$ cat src/hdl/ecr_pkg.sv
// ----------------------------------------------------------------------------
// ecr_pkg
// Types and constants shared by the edge coverage recorder modules.
// ----------------------------------------------------------------------------
package ecr_pkg;

  localparam int unsigned LIMIT_W   = 12;
  localparam int unsigned ID_W      = 16;
  localparam int unsigned IDX_W     = 12;
  localparam int unsigned CNT_W     = 8;
  localparam int unsigned FILL_W    = 13;
  localparam int unsigned APB_AW    = 2;
  localparam int unsigned APB_DW    = 32;
  // highest edge id the limit register can express, plus one
  localparam int unsigned ID_SPAN   = 4096;

  localparam logic [CNT_W-1:0]  SAT_COUNT       = 8'd128;
  localparam logic [APB_AW-1:0] ADDR_EDGE_LIMIT = 2'd0;
  localparam logic [LIMIT_W-1:0] LIMIT_RESET    = 12'd4095;

  typedef enum logic [1:0] {
    ACT_HIT       = 2'd0,
    ACT_CLEAR     = 2'd1,
    ACT_READ_CNT  = 2'd2,
    ACT_READ_LIST = 2'd3
  } action_e;

  typedef struct packed {
    action_e            action;
    logic [ID_W-1:0]    edge_id;
    logic [IDX_W-1:0]   list_index;
  } cmd_t;

  typedef struct packed {
    logic [CNT_W-1:0]   hit_count;
    logic               first_hit;
    logic               in_range;
    logic [FILL_W-1:0]  list_length;
    logic [LIMIT_W-1:0] listed_edge;
  } res_t;

  // classified item as it sits in the queue
  typedef struct packed {
    action_e            action;
    logic               id_ok;
    logic [LIMIT_W-1:0] edge_num;
    logic [IDX_W-1:0]   list_index;
  } item_t;

  typedef struct packed {
    logic  valid;
    item_t item;
  } queue_out_t;

  typedef struct packed {
    logic init_busy;
    logic pop;
  } back_stat_t;

  typedef enum logic [2:0] {
    ST_INIT = 3'd0,
    ST_IDLE = 3'd1,
    ST_HIT  = 3'd2,
    ST_CNT  = 3'd3,
    ST_LIST = 3'd4,
    ST_CLR  = 3'd5
  } back_state_e;

endpackage

$ cat src/hdl/ecr_front.sv
// ----------------------------------------------------------------------------
// ecr_front
// Accepts commands, checks edge ids against the limit and queues them.
// ----------------------------------------------------------------------------
module ecr_front #(
  parameter int unsigned MAX_EDGES = 4096
) (
  input  logic                       clk_i,
  input  logic                       rst_ni,
  input  logic                       start_i,
  input  ecr_pkg::cmd_t              cmd_i,
  input  logic [ecr_pkg::LIMIT_W-1:0] edge_limit_i,
  input  ecr_pkg::back_stat_t        stat_i,
  output logic                       busy_o,
  output ecr_pkg::queue_out_t        q_o
);
  import ecr_pkg::*;

  localparam int unsigned DEPTH = (MAX_EDGES > ID_SPAN) ? ID_SPAN : MAX_EDGES;
  localparam logic [LIMIT_W-1:0] TOP_ID = LIMIT_W'(DEPTH - 1);

  item_t              slot_q [2];
  logic               wr_ptr_q, rd_ptr_q;
  logic [1:0]         cnt_q;
  logic [LIMIT_W-1:0] eff_limit;
  item_t              item_in;
  logic               push, pop;

  // limit clamped to the store
  assign eff_limit = (edge_limit_i > TOP_ID) ? TOP_ID : edge_limit_i;

  always_comb begin
    item_in.action     = cmd_i.action;
    item_in.id_ok      = (cmd_i.edge_id != '0) &&
                         (cmd_i.edge_id <= {{(ID_W-LIMIT_W){1'b0}}, eff_limit});
    item_in.edge_num   = cmd_i.edge_id[LIMIT_W-1:0];
    item_in.list_index = cmd_i.list_index;
  end

  assign busy_o = (cnt_q == 2'd2) || stat_i.init_busy;
  assign push   = start_i && !busy_o;
  assign pop    = stat_i.pop;

  always_ff @(posedge clk_i or negedge rst_ni) begin
    if (!rst_ni) begin
      wr_ptr_q <= 1'b0;
      rd_ptr_q <= 1'b0;
      cnt_q    <= 2'd0;
    end else begin
      if (push) begin
        wr_ptr_q <= !wr_ptr_q;
      end
      if (pop) begin
        rd_ptr_q <= !rd_ptr_q;
      end
      cnt_q <= cnt_q + 2'(push) - 2'(pop);
    end
  end

  always_ff @(posedge clk_i) begin
    if (push) begin
      slot_q[wr_ptr_q] <= item_in;
    end
  end

  assign q_o.valid = (cnt_q != 2'd0);
  assign q_o.item  = slot_q[rd_ptr_q];

endmodule

$ cat config.mk
export PLATFORM = sky130hd
export DESIGN_NAME = ecr_front
export DESIGN_NICKNAME = d
export VERILOG_FILES = /design/src/hdl/ecr_pkg.sv /design/src/hdl/ecr_front.sv
export SDC_FILE = /design/constraint.sdc
export NUM_CORES = 1
export LEC_CHECK = 0
export BUFFER_PORTS_ARGS = -buffer_cell sky130_fd_sc_hd__buf_2
export CORE_UTILIZATION = 35
export DETAILED_ROUTE_END_ITERATION = 6
export GPL_TIMING_DRIVEN = 1
export HOLD_SLACK_MARGIN = 0.15
export PLACE_DENSITY_LB_ADDON = 0.12
export SYNTH_ARGS = -nofsm -noshare
export SYNTH_HDL_FRONTEND = slang
export SYNTH_SLANG_ARGS = --single-unit
$ cat constraint.sdc
create_clock -name clk_i -period 2.4 [get_ports clk_i]
set_input_delay 0.12 -clock clk_i [delete_from_list [all_inputs] [get_ports clk_i]]
set_output_delay 0.12 -clock clk_i [all_outputs]
set_load 0.01 [all_outputs]
==> metrics.txt, run 1 <==
post-synthesis cell count=149; Worst-Skew Late Latency=between 0.3 and 0.4 ns; hold buffer count at CTS=30; worst r2r src=cnt_q[0]$_DFF_PN0_; I/O Buffers=75; Starting DRT DRC Count=54; proportion of synthesized area in mux cells=between 10% and 20%; overall die height=approximately 86 um; Req. time, crit path=approximately 2.5 ns; Sink Count=between 50 and 60; post-route ant nets=0; CP Class=input port to register; Compound-Gate Fraction of Synth Area=under 10%; Post-Synthesis Net Count=210; internal power=2.13 mW; Fill cells=around 630; hold path start=stat_i[1]; DRT Wirelength=4760 um; TritonCTS Buffers=9; Power Density=between 800 and 900 nW/um^2; setup bufs post-CTS=0; final setup fails=0; CP max FO=4; Avg Inst Size Synth=16.7 um^2; max-slew violation count=0; clock buffer depth=2; part of the power in registers=between 40% and 50%; Slew HR=between 60% and 70%; nets=around 330; flops & latches, synth=58; Area Overhead vs Synth=40.2%; die width=approximately 86 um; Rows=30; first-pass GRT wire length=approximately 7400 um; placed cell count=320; vias=between 1500 and 2000; Root Driver=clkbuf_8; Gate power share=roughly 30%; area of the die=between 7000 and 8000 um^2; outcome=finished, final reports clean; Inserted Diodes=0; Finished Cell Area=between 3000 and 4000 um^2; GRT Util Overall=between 10 and 15%; final hold viol count=0; main combinational cell family by area after synthesis=multiplexers; drt wl/cell=approximately 13 um; Final period util=between 70% and 80%; NetSw=0.860 mW; setup TNS=0 ns; Lkg Pwr=~1.4 nW; fin crit period=around 1.9 ns; Resized cells post-CTS=0; Syn Std Cell Area=about 2500 um^2; Clock H-tree levels=3; CTS tree=done; synth unique cells=24; layout cell share with drive strength beyond 1=around 45%; io pins=between 70 and 80; HPWL Detailed=slightly above 3000 um; clock power share=approximately a quarter; vias in the first global route=1579; clk slew on worst S/H paths=0.06 ns; simple-gate portion of the synthesized area=under 10%; Yosys Warn Count=0; Non-Filler Instances=roughly 370; Worst Hold Class=input port to register; Worst Max-Slew Pin Slew=0.468 ns; Pwr Total=~3 mW; Seq. cell area=roughly 1700 um^2; Initial Utilization=36.5%; commonest non-fill, non-tap cell in the layout=buf_2; clk_skew=a little over 0.007 ns; DR vias/cell=around 4.3; switching part of the total=28.8%; grt ovf=0; Max-Cap Viols=0; WP data arrival=~1.9 ns; DRT Pass-1 Iters=4; largest net degree at the start of global routing=28; Max Freq=around 540 MHz; area of the multi-input gates=702 um^2; antenna violations before repair=0; RSZ-0062 raised after global routing=no; Setup crit start=cmd_i[23]; Core ar.=6830 um^2; crit start category=input port; crit path capture type=register; Synth Area in Adders=under 10%; most frequent cells in the layout=buf_2 (75), edfxtp_1 (54), dlygate4sd3_1 (30); Synth Area in XOR/XNOR=1.41%; VDD IR max=around 280 uV; post-synthesis sequential area ratio=between 60% and 70%; DRC Markers=0; final RePlAce weighted congestion=roughly 0.74; Cell Area, Placed=3020 um^2
[power by group through the flow]
stage               Sequential (mW)  Clock (mW)  Combinational [mW]
finish                         1.35       0.752               0.891
global route                   1.36       0.837               0.979
CTS                            1.35       0.785               0.907
detailed placement             1.37           0               0.866
global placement               1.37           0               0.869
floorplan                      1.33           0               0.551
[sequential cells by signal (all words and copies together) (netlist names)]
| signal | cells |
|---|---|
| slot_q | 54 |
| wr_ptr_q | 1 |
| rd_ptr_q | 1 |
| cnt_q | 2 |
[cells by family (layout without fill, tap and decap cells)]
logic type,after synthesis,in the layout
buf+inv,18,139
flops,58,58
mux,27,27
simple gates,18,18
fa+ha+maj,14,14
xor+xnor,4,4
compound gates,10,10
[area by class of cell]
cell class	count	area share, %
clock buffers	11	4.05
clock inverters	5	0.859
inverters	15	1.61
multi-input cells	73	20.1
flip-flops and latches	58	49.3
well taps	96	3.44
repair buffers	108	20.7
[worst paths after layout]
path	slack, ns	endpoint	depth (start not counted)
worst min-delay path	0.18	wr_ptr_q$_DFFE_PN0P_	4
worst min register to register	0.50	cnt_q[1]$_DFF_PN0_	1
worst max-delay path	0.54	slot_q[1][24]$_DFFE_PP_	8
worst max register to register	0.71	cnt_q[1]$_DFF_PN0_	8
max in group asynchronous	1.53	rd_ptr_q$_DFFE_PN0P_	3
min in group asynchronous	0.68	cnt_q[1]$_DFF_PN0_	3
[synth_stat cells]
cell       instances  area share [%]
a21o_1             1            0.30
dfrtp_1            4             4.0
a21oi_1            5             1.0
nand3_1            3            0.60
mux2_2            22             9.9
or2_1              1            0.25
a21oi_2            1            0.35
and3_1             1            0.25
inv_1             15             2.3
mux2_1             5             2.3
nor4_1             4             1.0
o211ai_2           1            0.50
o211a_1            1            0.40
xor2_1             1            0.35
edfxtp_1          54              65
nand2_1            2            0.30
or2_2              1            0.25
ha_1              14             7.0
nor2b_4            1            0.55
nand4_1            3            0.75
buf_2              3            0.60
a2111oi_2          1            0.60
nor2_1             2            0.30
xnor2_1            3             1.1
[worst max-delay path, stage by stage]
cell	delay [ns]
dlygate4sd3_1	0.53
buf_2	0.15
ha_1	0.32
nand4_1	0.12
or2_1	0.26
a21oi_2	0.14
a2111oi_2	0.06
o211a_1	0.23
[metrics by stage]
| stage | hold slack, ns | setup slack [ns] | utilization, % |
|---|---|---|---|
| after CTS | 0.159 | 0.498 | 51.2 |
| after floorplan | -0.176 | 0.141 | - |
| after global placement | -0.0659 | 0.776 | 44.2 |
| after detailed placement | -0.0632 | 0.733 | 44.2 |
| after global routing | 0.190 | 0.478 | 51.2 |
| final | 0.180 | 0.544 | 51.2 |
[metal layers]
| layer | track usage, % | vias up | share of wire, % | routed length [um] |
|---|---|---|---|---|
| met1 | 15.8 | 733 | 43 | 2030 |
| met2 | 23.3 | 57 | 50 | 2380 |
| met4 | 7.27 | 0 | 1.6 | 78 |
| met5 | 0 | - | 0 | 0 |
| li1 | - | 795 | - | - |
| met3 | 4.57 | 6 | 5.6 | 267 |
(Power assumes the default switching activity.)
==> run 2: changes to the inputs <==
- clock period: 2.4 -> 1.8 ns (I/O delays scaled with it)
==> metrics.txt, run 2 (synthesized netlist as in run 1, its figures left out) <==
max-slew violation count=0 (unchanged); Worst-Skew Late Latency=0.32 ns (was 0.33 ns); post-route ant nets=0 (unchanged); antenna violations before repair=0 (unchanged); Worst Max-Slew Pin Slew=0.371 ns (was 0.468 ns); Final period util=a little over nine tenths; Max-Cap Viols=0 (unchanged); nets=326 (unchanged); CP Class=input port to register (unchanged); layout cell share with drive strength beyond 1=45.9% (was 44.8%); outcome=finished, final reports clean (unchanged); vias in the first global route=1595 (was 1579); Worst Hold Class=input port to register (unchanged); VDD IR max=387 uV (was 284 uV); io pins=76 (unchanged); Lkg Pwr=1.47 nW (was 1.44 nW); Max Freq=around 570 MHz; Area Overhead vs Synth=44.4% (was 40.2%); crit-path cells=dlygate4sd3_1, buf_2, ha_1, nand4_1, or2_1, a21oi_2, a2111oi_2, o211a_1 (unchanged); DRT Pass-1 Iters=4 (unchanged); number of flip-flops in the largest register=54 (unchanged); Power Density=1220 nW/um^2 (was 856 nW/um^2); setup TNS=0 ns (unchanged); final hold viol count=0 (unchanged); die width=86.4 um (unchanged); DR vias/cell=4.46 (was 4.35); clk_skew=0.00497 ns (was 0.00719 ns); Inserted Diodes=0 (unchanged); WP data arrival=1.83 ns (was 1.93 ns); DRC Markers=0 (unchanged); vias=1634 (was 1591); grt ovf=0 (unchanged); CP max FO=4 (unchanged); Req. time, crit path=1.86 ns (was 2.47 ns); Initial Utilization=36.5% (unchanged); commonest non-fill, non-tap cell in the layout=buf_2 (unchanged); overall die height=86.4 um (unchanged); HPWL Detailed=3140 um (was 3040 um); Finished Cell Area=3600 um^2 (was 3490 um^2); GRT Util Overall=12.8% (was 13.9%); most frequent cells in the layout=buf_2 (74), edfxtp_1 (54), dlygate4sd3_1 (29) (was buf_2 (75), edfxtp_1 (54), dlygate4sd3_1 (30)); clk slew on worst S/H paths=0.06 ns (about the same); final RePlAce weighted congestion=0.747 (was 0.739); Starting DRT DRC Count=53 (was 54); clock buffer depth=2 (unchanged); Core ar.=6830 um^2 (unchanged); drt wl/cell=13.0 um (about the same); Clock H-tree levels=3 (unchanged); CP max stage delay=0.53 ns (about the same); CTS tree=done (unchanged); Slew HR=75.0% (was 68.8%); area of the die=7460 um^2 (unchanged); fin crit period=1.77 ns; Sink Count=58 (unchanged); TritonCTS Buffers=9 (unchanged); Cell Area, Placed=3040 um^2 (was 3020 um^2); Top Registers=slot_q x54, cnt_q x2 (unchanged); first-pass GRT wire length=7020 um (was 7420 um); largest net degree at the start of global routing=28 (unchanged); Largest Register=slot_q (unchanged); final setup fails=0 (unchanged); Fill cells=609 (was 629); crit path capture type=register (unchanged); crit path max-delay cell type=dlygate4sd3_1 (unchanged); Root Driver=clkbuf_8 (unchanged); crit start category=input port (unchanged); I/O Buffers=75 (unchanged); Rows=30 (unchanged); dpl ws=0.186 ns (was 0.733 ns); DRT Wirelength=4760 um (about the same); worst setup margin=0.0349 ns (was 0.544 ns)
[run 2: cell types whose count changed in the layout (fill, tap and decap cells not counted), sizes merged]
| cell | change |
|---|---|
| bufinv | +3 |
| clkinv | -2 |
| buf | +1 |
| clkinvlp | -1 |
| dlygate4sd3 | -1 |
[run 2: path summary, 6_finish.rpt]
check	slack, ns	end	cells after the start	start
min	0.18	wr_ptr_q$_DFFE_PN0P_	4	start_i
min in group asynchronous	0.66	cnt_q[1]$_DFF_PN0_	3	rst_ni
max	0.03	slot_q[0][24]$_DFFE_PP_	8	cmd_i[17]
min reg2reg	0.51	cnt_q[1]$_DFF_PN0_	1	cnt_q[1]$_DFF_PN0_
max in group asynchronous	0.96	rd_ptr_q$_DFFE_PN0P_	3	rst_ni
max reg2reg	0.19	cnt_q[1]$_DFF_PN0_	8	cnt_q[0]$_DFF_PN0_
[run 2: timing repair]
| action | 4_1_cts | 5_1_grt |
|---|---|---|
| endpoints found under the hold margin | 57 | 0 |
| hold buffers | 29 | 0 |
| setup endpoints to repair | 0 | 2 |
| resized for setup | 0 | 3 |
| setup buffers | 0 | 0 |
[run 2: through the flow]
| stage | instances | util (%) | hold slack [ns] | power (mW) |
|---|---|---|---|---|
| floorplan | 149 | - | -0.206 | 2.51 |
| detailed placement | 322 | 44.5 | -0.0964 | 2.99 |
| finish | 366 | 52.7 | 0.180 | 4.38 |
| CTS | 367 | 52.2 | 0.158 | 4.45 |
| global route | 366 | 52.7 | 0.171 | 4.60 |
| global placement | 322 | 44.5 | -0.0956 | 2.98 |
[run 2: routing by layer]
layer  global-route usage [%]  vias to the layer above  part of all wire [%]
met2                     22.4                       58                    51
met1                     14.0                      771                    42
met5                        0                        -                     0
li1                         -                      799                     -
met3                     3.62                        6                   5.4
met4                     7.27                        0                   1.5
[run 2: final cells by class]
cell class,count,area [um^2],share of cell area [%]
Clock buffer,11,131,3.65
Inverter,15,56.3,1.56
Multi-Input combinational cell,73,744,20.7
Sequential cell,58,1720,47.8
Timing Repair Buffer,108,723,20.1
Tap cell,96,120,3.34
Clock inverter,5,103,2.85
[run 2: worst max-delay path: cells and delay by family]
family / cells / cell delay, ns
adders and majority gates: 1 / 0.29
and+or+nand+nor: 2 / 0.34
AOI/OAI and AO/OA: 3 / 0.42
buffers and inverters: 2 / 0.68
[run 2: where the power goes]
part | switching [mW] | total (mW) | internal [mW]
registers | 0.0660 | 1.76 | 1.69
clock network | 0.468 | 1.39 | 0.918
logic | 0.607 | 1.23 | 0.626
total | 1.14 | 4.38 | 3.24
